### src/rtl/espem_pkg.sv
// Shared types and constants for the eco speed profile and energy meter.
// Used by espem_curve and eco_speed_profile_energy_meter_core; depends on nothing.
`default_nettype none

package espem_pkg;

  localparam int CFG_IDX_W  = 2;
  localparam int CFG_DATA_W = 16;
  localparam int SPEED_W    = 10;
  localparam int STEP_W     = 8;
  localparam int FACTOR_W   = 15;
  localparam int POWER_W    = 25;
  localparam int ACC_OUT_W  = 48;
  localparam int RAMP_W     = 7;

  typedef logic [CFG_IDX_W-1:0] cfg_idx_t;
  typedef logic [1:0]           mode_t;
  typedef logic [SPEED_W-1:0]   speed_t;
  typedef logic [RAMP_W-1:0]    ramp_t;

  localparam cfg_idx_t REG_DRIVE_MODE  = 2'd0;
  localparam cfg_idx_t REG_CURVE_SLOPE = 2'd1;

  localparam mode_t MODE_SPORT  = 2'd3;
  localparam mode_t MODE_NORMAL = 2'd2;

  localparam mode_t                 DRIVE_MODE_RST  = MODE_SPORT;
  localparam logic [CFG_DATA_W-1:0] CURVE_SLOPE_RST = 16'd9905;

  localparam speed_t SPORT_STRAIGHT  = 10'd1000;
  localparam speed_t SPORT_CURVE     = 10'd500;
  localparam speed_t NORMAL_STRAIGHT = 10'd700;
  localparam speed_t NORMAL_CURVE    = 10'd350;
  localparam speed_t ECO_STRAIGHT    = 10'd400;
  localparam speed_t ECO_CURVE       = 10'd200;
  localparam speed_t COAST_TARGET    = 10'd0;
  localparam speed_t IDLE_TARGET     = 10'd150;
  localparam speed_t COAST_ENTER     = 10'd390;
  localparam speed_t COAST_LEAVE     = 10'd320;
  localparam speed_t SPEED_MAX       = 10'd1000;

  localparam ramp_t RAMP_SPORT = 7'd80;
  localparam ramp_t RAMP_STD   = 7'd10;
  localparam ramp_t RAMP_SLOW  = 7'd5;

  localparam logic signed [FACTOR_W-1:0] DRAG_GAIN   = 15'sd150;
  localparam logic signed [FACTOR_W-1:0] ROLL_TERM   = 15'sd200;
  localparam logic signed [POWER_W-1:0]  BASE_POWER  = 25'sd10000;

endpackage

`default_nettype wire

### src/rtl/eco_speed_profile_energy_meter_core.sv
// Top level: speed profile selection, ramped speed command and energy/distance meter.
// Depends on espem_pkg and espem_curve.
`default_nettype none

// Five-stage pipeline taking one transfer per clock cycle while out_tready does not
// stall it. Stage one registers the input, stage two classifies the curve (16x31
// multiply), stage three selects the target and steps the commanded speed (the
// speed/coasting feedback loop through speed_r and coast_r), stage four forms the
// power, and stage five adds it into the saturating accumulators held in the output
// register. Each stage has its own valid bit, so bubbles are absorbed while a result
// waits. Configuration is taken by the cfg_ port whenever cfg_wr_en is high.
module eco_speed_profile_energy_meter_core
  import espem_pkg::*;
#(
  parameter int ACC_WIDTH = 48
) (
  input  wire logic                  clk,
  input  wire logic                  rst_n,
  input  wire logic                  cfg_wr_en,
  input  wire logic [CFG_IDX_W-1:0]  cfg_index,
  input  wire logic [CFG_DATA_W-1:0] cfg_wdata,
  input  wire logic                  in_tvalid,
  output logic                       in_tready,
  input  wire logic [63:0]           in_tdata,   // target_x[31:0], target_y[63:32]
  input  wire logic                  in_tuser,   // has_target
  output logic                       out_tvalid,
  input  wire logic                  out_tready,
  output logic [135:0]               out_tdata,  // speed_cmd[9:0], power_cw[34:10],
                                                 // energy_total[82:35],
                                                 // distance_total[130:83], zero pad
  output logic [1:0]                 out_tuser   // curve_flag[0], coasting_flag[1]
);

  localparam logic signed [ACC_WIDTH-1:0] E_MAX = {1'b0, {(ACC_WIDTH-1){1'b1}}};
  localparam logic signed [ACC_WIDTH-1:0] E_MIN = {1'b1, {(ACC_WIDTH-1){1'b0}}};

  // configuration
  mode_t                 drive_mode_r;
  logic [CFG_DATA_W-1:0] curve_slope_r;

  always_ff @(posedge clk) begin
    if (!rst_n) begin
      drive_mode_r  <= DRIVE_MODE_RST;
      curve_slope_r <= CURVE_SLOPE_RST;
    end else if (cfg_wr_en) begin
      unique case (cfg_index)
        REG_DRIVE_MODE:  drive_mode_r  <= cfg_wdata[1:0];
        REG_CURVE_SLOPE: curve_slope_r <= cfg_wdata;
        default: ;
      endcase
    end
  end

  // stage valids and ready chain
  logic v1_r, v2_r, v3_r, v4_r, v5_r;
  logic rdy1, rdy2, rdy3, rdy4, rdy5;

  assign rdy5      = !v5_r || out_tready;
  assign rdy4      = !v4_r || rdy5;
  assign rdy3      = !v3_r || rdy4;
  assign rdy2      = !v2_r || rdy3;
  assign rdy1      = !v1_r || rdy2;
  assign in_tready = rdy1;

  // stage 1: input register
  logic               has1_r;
  logic signed [31:0] x1_r, y1_r;

  always_ff @(posedge clk) begin
    if (rdy1) begin
      has1_r <= in_tuser;
      x1_r   <= in_tdata[31:0];
      y1_r   <= in_tdata[63:32];
    end
  end

  // stage 2: curve classification
  logic curve_c;
  logic has2_r, curve2_r;

  espem_curve u_curve (
    .target_x    (x1_r),
    .target_y    (y1_r),
    .curve_slope (curve_slope_r),
    .curve       (curve_c)
  );

  always_ff @(posedge clk) begin
    if (rdy2) begin
      has2_r   <= has1_r;
      curve2_r <= has1_r && curve_c;
    end
  end

  // stage 3: target, ramp and speed step; speed_r/coast_r are the stage payload
  speed_t                       speed_r, speed_nxt;
  logic                         coast_r, coast_nxt;
  speed_t                       target;
  ramp_t                        ramp;
  logic signed [11:0]           diff, ramp_s;
  logic signed [STEP_W-1:0]     step;
  logic signed [FACTOR_W-1:0]   factor_nxt, factor3_r;
  logic                         curve3_r;
  logic                         fire2;

  assign fire2 = v2_r && rdy3;

  always_comb begin
    coast_nxt = coast_r;
    target    = IDLE_TARGET;
    ramp      = RAMP_SLOW;
    if (has2_r) begin
      if (drive_mode_r == MODE_SPORT) begin
        target = curve2_r ? SPORT_CURVE : SPORT_STRAIGHT;
        ramp   = RAMP_SPORT;
      end else if (drive_mode_r == MODE_NORMAL) begin
        target = curve2_r ? NORMAL_CURVE : NORMAL_STRAIGHT;
        ramp   = RAMP_STD;
      end else if (curve2_r) begin
        target    = ECO_CURVE;
        ramp      = RAMP_STD;
        coast_nxt = 1'b0;
      end else begin
        if (speed_r >= COAST_ENTER) begin
          coast_nxt = 1'b1;
        end else if (speed_r < COAST_LEAVE) begin
          coast_nxt = 1'b0;
        end
        target = coast_nxt ? COAST_TARGET : ECO_STRAIGHT;
        ramp   = coast_nxt ? RAMP_SLOW : RAMP_STD;
      end
    end
    diff   = $signed({2'b00, target}) - $signed({2'b00, speed_r});
    ramp_s = $signed({5'd0, ramp});
    if (diff > ramp_s) begin
      step = ramp_s[STEP_W-1:0];
    end else if (diff < -ramp_s) begin
      step = STEP_W'(-ramp_s);
    end else begin
      step = diff[STEP_W-1:0];
    end
    speed_nxt  = speed_r + speed_t'({{(SPEED_W-STEP_W){step[STEP_W-1]}}, step});
    factor_nxt = $signed({{(FACTOR_W-STEP_W){step[STEP_W-1]}}, step}) * DRAG_GAIN
                 + ROLL_TERM;
  end

  always_ff @(posedge clk) begin
    if (!rst_n) begin
      speed_r <= '0;
      coast_r <= 1'b0;
    end else if (fire2) begin
      speed_r <= speed_nxt;
      coast_r <= coast_nxt;
    end
  end

  always_ff @(posedge clk) begin
    if (fire2) begin
      factor3_r <= factor_nxt;
      curve3_r  <= curve2_r;
    end
  end

  // stage 4: power
  logic signed [25:0]        prod;
  logic signed [POWER_W-1:0] power4_r;
  speed_t                    speed4_r;
  logic                      curve4_r, coast4_r;

  assign prod = factor3_r * $signed({1'b0, speed_r});

  always_ff @(posedge clk) begin
    if (rdy4) begin
      power4_r <= prod[POWER_W-1:0] + BASE_POWER;
      speed4_r <= speed_r;
      curve4_r <= curve3_r;
      coast4_r <= coast_r;
    end
  end

  // stage 5: saturating accumulators and output register
  logic signed [ACC_WIDTH-1:0] energy_acc_r, energy_nxt;
  logic [ACC_WIDTH-1:0]        dist_acc_r, dist_nxt;
  logic signed [ACC_WIDTH:0]   e_sum;
  logic [ACC_WIDTH:0]          d_sum;
  logic signed [POWER_W-1:0]   power5_r;
  speed_t                      speed5_r;
  logic                        curve5_r, coast5_r;
  logic                        fire4;

  assign fire4 = v4_r && rdy5;

  always_comb begin
    e_sum = {energy_acc_r[ACC_WIDTH-1], energy_acc_r}
            + {{(ACC_WIDTH+1-POWER_W){power4_r[POWER_W-1]}}, power4_r};
    if (e_sum[ACC_WIDTH] != e_sum[ACC_WIDTH-1]) begin
      energy_nxt = e_sum[ACC_WIDTH] ? E_MIN : E_MAX;
    end else begin
      energy_nxt = e_sum[ACC_WIDTH-1:0];
    end
    d_sum = {1'b0, dist_acc_r} + {{(ACC_WIDTH+1-SPEED_W){1'b0}}, speed4_r};
    dist_nxt = d_sum[ACC_WIDTH] ? {ACC_WIDTH{1'b1}} : d_sum[ACC_WIDTH-1:0];
  end

  always_ff @(posedge clk) begin
    if (!rst_n) begin
      energy_acc_r <= '0;
      dist_acc_r   <= '0;
    end else if (fire4) begin
      energy_acc_r <= energy_nxt;
      dist_acc_r   <= dist_nxt;
    end
  end

  always_ff @(posedge clk) begin
    if (fire4) begin
      power5_r <= power4_r;
      speed5_r <= speed4_r;
      curve5_r <= curve4_r;
      coast5_r <= coast4_r;
    end
  end

  always_ff @(posedge clk) begin
    if (!rst_n) begin
      v1_r <= 1'b0;
      v2_r <= 1'b0;
      v3_r <= 1'b0;
      v4_r <= 1'b0;
      v5_r <= 1'b0;
    end else begin
      if (rdy1) v1_r <= in_tvalid;
      if (rdy2) v2_r <= v1_r;
      if (rdy3) v3_r <= v2_r;
      if (rdy4) v4_r <= v3_r;
      if (rdy5) v5_r <= v4_r;
    end
  end

  // output view of the accumulators
  logic [ACC_OUT_W-1:0] energy_out, dist_out;

  generate
    if (ACC_WIDTH >= ACC_OUT_W) begin : g_acc_wide
      assign energy_out = energy_acc_r[ACC_OUT_W-1:0];
      assign dist_out   = dist_acc_r[ACC_OUT_W-1:0];
    end else begin : g_acc_narrow
      assign energy_out = {{(ACC_OUT_W-ACC_WIDTH){energy_acc_r[ACC_WIDTH-1]}}, energy_acc_r};
      assign dist_out   = {{(ACC_OUT_W-ACC_WIDTH){1'b0}}, dist_acc_r};
    end
  endgenerate

  assign out_tvalid = v5_r;
  assign out_tdata  = {5'd0, dist_out, energy_out, power5_r, speed5_r};
  assign out_tuser  = {coast5_r, curve5_r};

  // checks
  a_speed_range: assert property (@(posedge clk) disable iff (!rst_n)
    speed_r <= SPEED_MAX)
    else $error("commanded speed out of range");

  a_coast_eco_only: assert property (@(posedge clk) disable iff (!rst_n)
    $rose(coast_r) |-> ($past(drive_mode_r) != MODE_SPORT &&
                        $past(drive_mode_r) != MODE_NORMAL))
    else $error("coasting latch set outside eco mode");

  a_dist_monotone: assert property (@(posedge clk) disable iff (!rst_n)
    fire4 |=> dist_acc_r >= $past(dist_acc_r))
    else $error("distance accumulator decreased");

  a_acc_hold_stall: assert property (@(posedge clk) disable iff (!rst_n)
    (v5_r && !out_tready) |=> ($stable(energy_acc_r) && $stable(dist_acc_r)))
    else $error("accumulators changed while result stalled");

endmodule

`default_nettype wire

### src/rtl/espem_curve.sv
// Curve classifier: compares the target bearing against the slope threshold.
// Combinational; depends on espem_pkg.
`default_nettype none

module espem_curve
  import espem_pkg::*;
(
  input  wire logic signed [31:0]           target_x,
  input  wire logic signed [31:0]           target_y,
  input  wire logic [CFG_DATA_W-1:0]        curve_slope,
  output logic                              curve
);

  logic [31:0] abs_y;
  logic [47:0] lhs;
  logic [46:0] rhs;

  always_comb begin
    abs_y = target_y[31] ? (32'd0 - target_y) : target_y;
    lhs   = {abs_y, 16'd0};
    rhs   = curve_slope * target_x[30:0];
    if (target_x[31]) begin
      curve = 1'b1;
    end else if (target_x == 32'sd0) begin
      curve = (target_y != 32'sd0);
    end else begin
      curve = (lhs > {1'b0, rhs});
    end
  end

endmodule

`default_nettype wire

### config.mk
export PLATFORM = sky130hd
export DESIGN_NAME = eco_speed_profile_energy_meter_core
export DESIGN_NICKNAME = d
export VERILOG_FILES = /design/src/rtl/espem_pkg.sv /design/src/rtl/eco_speed_profile_energy_meter_core.sv /design/src/rtl/espem_curve.sv
export SDC_FILE = /design/constraint.sdc
export NUM_CORES = 2
export LEC_CHECK = 0
export ABC_AREA = 1
export BUFFER_PORTS_ARGS = -buffer_cell sky130_fd_sc_hd__buf_4
export CORE_MARGIN = 2
export CORE_UTILIZATION = 45
export CTS_CLUSTER_DIAMETER = 60
export CTS_CLUSTER_SIZE = 25
export DETAILED_ROUTE_END_ITERATION = 16
export PLACE_DENSITY_LB_ADDON = 0.15
export SYNTH_ARGS = -nofsm -noshare
export SYNTH_HDL_FRONTEND = slang
export SYNTH_SLANG_ARGS = --single-unit
### constraint.sdc
create_clock -name clk -period 7.2 [get_ports clk]
set_clock_uncertainty 0.05 [all_clocks]
set_input_delay 1.44 -clock clk [delete_from_list [all_inputs] [get_ports clk]]
set_output_delay 1.44 -clock clk [all_outputs]
set_load 0.02 [all_outputs]
* Word level (Yosys, flattened, before mapping)
Index checks and enable logic that the tools add are counted.
** Cells by class
- Add/sub/neg operators :: 8
- $mul :: 3
- Div/mod/pow operators :: 0
- $lt $le $gt $ge :: 5
- Equal/unequal tests :: 4
- Shifts and indexed selects :: 0
- Muxes and demuxes :: 27
- Bitwise logic cells :: 2
- Reduce and logical (&&, ||, !) cells :: 19
** Operator list (count)
- $mux 48 :: 3
- $mux 10 :: 5
- $add 48x10->49 :: 1
- $add 48x25->49 :: 1
- $gt 48x47->1 :: 1
- $mul 16x31->47 :: 1
- $logic_not 32->1 :: 1
- $mux 32 :: 1
- $reduce_bool 32->1 :: 1
- $sub 1x32->32 const A :: 1
- $add 25x14->25 const B :: 1
- $mul 15x11->25 :: 1
- $mux 9 :: 2
- $mux 8 :: 2
- $add 15x9->15 const B :: 1
- $mul 8x8->14 const B :: 1
- $mux 7 :: 2
- $lt 11x12->1 :: 1
- $mux 4 :: 3
- $neg 7->12 :: 1
- $gt 11x8->1 :: 1
- $sub 10x10->11 :: 1
- $add 10x10->10 :: 1
- $ge 10x9->1 const B :: 1
- 12 further kinds :: 33
** Storage, ports and cells
- Bits in registers :: 287
- Latch bits :: 0
- RAM bits :: 0
- Bits in read-only memories :: 0
- Output and inout port bits :: 140
- Memories kept :: 0

* Longest topological paths before layout
- Depth after elaboration :: 18
- Depth in mapped cells :: 51
- Gate-level depth less buffers :: 50

* Modules after synthesis
From an unflattened synthesis, not the netlist that was laid out.
** Second synthesis, totals
- Cells, all modules :: 5279
- Area, all modules :: 40622.7 um^2
** By module, submodules not included
- eco_speed_profile_energy_meter_core :: instances 1, cells an instance 2701, area each 22200.0 um^2, sequential area each 7226.9 um^2
- espem_curve :: instances 1, cells an instance 2578, area each 18422.7 um^2, sequential area each 0.0 um^2

* Least setup slack after synthesis
OpenSTA, ideal clock, no wires.
- Path type :: reg-to-reg
- Start point :: register x1_r[6]
- End point :: register curve2_r, data pin
- Library setup time :: 0.154 ns
- Arrival :: 7.157 ns
- Required time :: 6.996 ns
- Setup slack :: -0.161 ns
- Stages on the path, launching flop included :: 39
- Path buffers :: 2
- Period minus slack after synthesis :: 7.361 ns
- Cell sequence :: edfxtp_1 > clkbuf_1 > clkbuf_1 > nand2_1 > fa_1 > inv_1 > fa_1 > fa_1 > fa_1 > inv_1 > fa_1 > inv_1 > fa_1 > ha_1 > a21oi_1 > o21ai_0 > o21bai_2 > nand2_1 > [... 3 more ...] > a21boi_2 > inv_1 > a21oi_1 > xor2_1 > ha_1 > nand2_1 > inv_1 > nand3_1 > nor3_1 > inv_1 > nor4_1 > nor3b_1 > nand3_1 > nand2_1 > nand2_1 > nand2_1 > nand2_1 > a21boi_0
** Between the ends
- Word-level cells in the longest chain between the ends :: 5
- Elaborated cells on any way between the ends :: 6
** RTL lines
- from (decl) :: RTL line eco_speed_profile_energy_meter_core.sv:67 : logic signed [31:0] x1_r, y1_r;
- from (signal assigned) :: RTL line eco_speed_profile_energy_meter_core.sv:72 : x1_r <= in_tdata[31:0];
- $mul 16x31->47 :: RTL line espem_curve.sv:21 : rhs = curve_slope * target_x[30:0];
- $gt 48x47->1 :: RTL line espem_curve.sv:27 : curve = (lhs > {1'b0, rhs});
- $mux 1 * :: RTL line espem_curve.sv:24 : end else if (target_x == 32'sd0) begin
- $mux 1 * :: RTL line espem_curve.sv:22 : if (target_x[31]) begin
- $logic_and 1x1->1 * :: RTL line eco_speed_profile_energy_meter_core.sv:91 : curve2_r <= has1_r && curve_c;
- to (signal assigned) :: RTL line eco_speed_profile_energy_meter_core.sv:91
- to (decl) :: RTL line eco_speed_profile_energy_meter_core.sv:79 : logic has2_r, curve2_r;
Every way passes the cells marked *; elsewhere a longest branch is shown, timed or not.
A chain may end at the register's enable or synchronous reset.

* Worst setup path in the final report
Same ends and word-level chain as after synthesis.

==> impl_metrics.py <==
metrics = {
    "cts": {
        "clock_sink_count": 284,
        "cts_root_buffer": "clkbuf_16",
        "tritoncts": "yes",
        "insertion_delay_ps": 620,
        "htree_num_levels": 2,
        "tritoncts.num_buffers": 39,
        "clkSlewWorstSetupHoldPaths_ps": 80,
        "clock_tree_buffer_depth": 3,
        "cts_hold_repair.buffers": 0,
    },
    "cells_and_area": {
        "finish.net_count": 6324,
        "area_delta_synth_final_pct": 17.9,
        "diodes_inserted": 0,
        "drive_gt1_share_pct": 15.0,
        "final-instance-count-excl-fill": 6535,
        "layout.cell_area.non_filler_um2": 46500,
    },
    "sta": {
        "slew_violations": 0,
        "max_slew.worst_pin.slew_ps": 1020,
        "final.setup.tns_ps": -190,
        "final-setup-viol-count": 1,
        "grt_setup_unrepaired": "true",
        "fin_ws_ps": -190,
        "fmax_ghz": 0.135,
        "timing.final.crit_period_ps": 7390,
        "hold_violations": 0,
        "final.period_utilization_pct": 103,
        "hold-worst-slack_ps": 373,
        "worst_slew_margin_rel_pct": 31.3,
    },
    "floorplanning": {
        "chipHeight_um": 300,
        "std_cell_rows": 108,
        "fp.dieW_um": 300,
        "ioPinCount": 228,
        "core-area_um2": 86900,
        "die_area_um2": 90100,
        "initial_util_pct": 45.4,
    },
    "placed_design": {
        "placedInstanceArea_um2": 44100,
        "hpwlAfterDp_um": 89500,
        "place_congestion": 0.937,
        "post-place-cells": 6422,
        "portBuffers": 221,
    },
    "routing": {
        "route.antenna.remaining_nets": 0,
        "drt-initial-drc-count": 2043,
        "detailroute.via_count": 32900,
        "routedLengthMet1_um": 50200,
        "dr_wl_met2_um": 49700,
        "detail_route.wirelength_um": 109000,
        "average_detailed_routed_wire_length_per_instance_um": 16.7,
        "drc": 0,
        "via_cell_ratio": 5.03,
        "top_metal_layer_carrying_routed_signals": "met4",
        "drtPass1Iterations": 6,
        "route.met3.wl_um": 6570,
    },
    "yosys": {
        "synth-async-reset-ratio_pct": 0,
        "number_of_enable_flip_flop_cells_after_synthesis": 154,
        "mappedNetlistArea_um2": 39500,
        "synth_largest_type_area_fraction_pct": 28.0,
        "synthDistinctLibCells": 72,
        "yosysSeqAreaShare_pct": 18.3,
        "synthesis.area_per_instance_um2": 7.96,
        "yosys.area.top_type": "fa_1",
        "synth_seq_cells": 284,
        "synth-warning-count": 0,
        "dominantRegCellSynth": "edfxtp_1",
        "post_synth_inst_count": 4958,
        "post_synth_main_area_contributors": "fa_1, edfxtp_1, inv_1",
    },
    "run_status": {
        "status": "finished, violations left",
        "violated_checks": "setup timing",
    },
    "worst_hold_path": {
        "hold_path_depth": 0,
        "path_class_of_the_lowest_slack_min_delay_path": "flip-flop to flip-flop",
    },
    "run": {
        "maxCapViolations": 0,
    },
    "worst_setup_path": {
        "startpoint_type": "flip-flop",
        "critPathMaxStageDelay_ps": 570,
        "setup.worst_path.class": "flip-flop to flip-flop",
        "worst-endpoint-arrival_ps": 7800,
        "timing.critical_path.fanout_max": 7,
        "critical_path.slowest_cell": "fa_1",
        "cp_data_required_time_ps": 7610,
        "critPathCaptureType": "flip-flop",
        "worstRegToRegCells": 29,
        "path_common_cell": "nand2_1",
    },
    "global_route": {
        "grt_first_pass_wirelength_um": 178000,
        "vias_in_the_first_global_route": 33000,
        "groute.usage.overall_pct": 24.9,
        "grt_antenna_before_repair": 2,
        "largest_net_degree_at_the_start_of_global_routing": 127,
        "total_gr_overflow": 0,
    },
}
-- synthesized netlist by cell type (11+ instances only) --
cell type and count:
o21ai_2 28, o21a_1 17, xnor2_1 66, a21oi_1 266, nand2_1 1075, o211ai_1 11
nand2_2 11, fa_1 551, a21o_1 19, ha_1 336, o221ai_1 14, xor2_1 94
nor4_1 21, nand4_1 25, nor2_1 306, nand3_1 99, o21ai_0 166, a31oi_1 39
inv_1 1167, dfxtp_1 130, edfxtp_1 154, clkbuf_1 162, nor3_1 42, or2_2 11
-- logic make-up after synthesis --
| kind of cell | after synthesis | synth area share, % |
|---|---|---|
| compound gates | 630 | 9.43 |
| xor+xnor | 161 | 3.59 |
| simple gates | 1628 | 16.9 |
| fa+ha+maj | 887 | 38.6 |
| other cells | 1 | 0.00950 |
| flops | 284 | 18.3 |
| buf+inv | 1367 | 13.2 |
-- registers in the layout (all words and copies together), names as in the netlist, 2 cells and up --
register       cells
speed4_r          10
energy_acc_r      48
x1_r              32
curve_slope_r     16
power5_r          24
speed5_r          10
dist_acc_r        48
factor3_r         14
power4_r          24
drive_mode_r       2
speed_r           10
y1_r              32
-- metal layers --
layer	global-route usage, %	vias up
li1	-	15900
met1	36.2	15900
met2	39.8	890
met3	3.09	132
met4	6.01	0
met5	0	-
-- path summary, 6_finish.rpt --
| path | startpoint | to | slack, ps |
|---|---|---|---|
| setup reg to reg | x1_r[6] | curve2_r | -190 |
| hold / removal | coast4_r | coast5_r | 370 |
| hold reg to reg | coast4_r | coast5_r | 370 |
| setup / recovery | x1_r[6] | curve2_r | -190 |
-- worst max-delay path, delay by kind of cell, from the launching register on --
| family | cells | cell delay [ps] |
|---|---|---|
| and+or+nand+nor | 9 | 1010 |
| xor gates and xnor gates | 1 | 190 |
| DFF | 1 | 500 |
| adders and majority gates | 8 | 3700 |
| AOI/OAI and AO/OA | 6 | 1260 |
| buffers and inverters | 5 | 530 |
-- metrics by stage --
stage                     worst slack [ps]  utilization (%)
after global placement                -267             50.8
after global routing                  -479             53.6
final                                 -190             53.6
after floorplan                       8.54                -
after CTS                            -67.7             53.0
after detailed placement              -349             50.8
-- final cells by class --
class,instances,area (um2)
fillers,8299,40300
multi-input cells,3313,27600
flip-flops and latches,284,7250
inverters,1180,4440
repair buffers,531,4360
well taps,1155,1450
clock buffers,42,997
clock inverters,30,418
-- what timing repair did --
item,CTS,global route
setup buffers,18,23
gates cloned,0,0
resized for setup,68,77
pin swaps,31,39
endpoints found under the setup margin,1,6
-- cells in the final DEF (no fill, tap or decap), types with 12 or more instances in the layout --
cell type / count
a21oi_1: 249
xnor2_1: 64
nand2_2: 17
dfxtp_1: 116
a21o_1: 19
o21a_1: 17
ha_4: 18
o21ai_1: 15
nor4_1: 18
dfxtp_2: 13
nand4_1: 25
buf_12: 24
nand2_1: 1067
nor3_1: 40
ha_1: 316
a31oi_1: 38
a21oi_2: 16
o21ai_2: 28
nand3_1: 97
xor2_1: 92
fa_1: 541
nor2_1: 300
o21ai_0: 158
edfxtp_1: 154
buf_4: 491
clkbuf_16: 39
buf_6: 12
inv_2: 14
o221ai_1: 14
inv_1: 1161
Power is left out: the tool's default activity adds up to more than one toggle a clock period on the data nets, which glitch-free logic cannot reach.
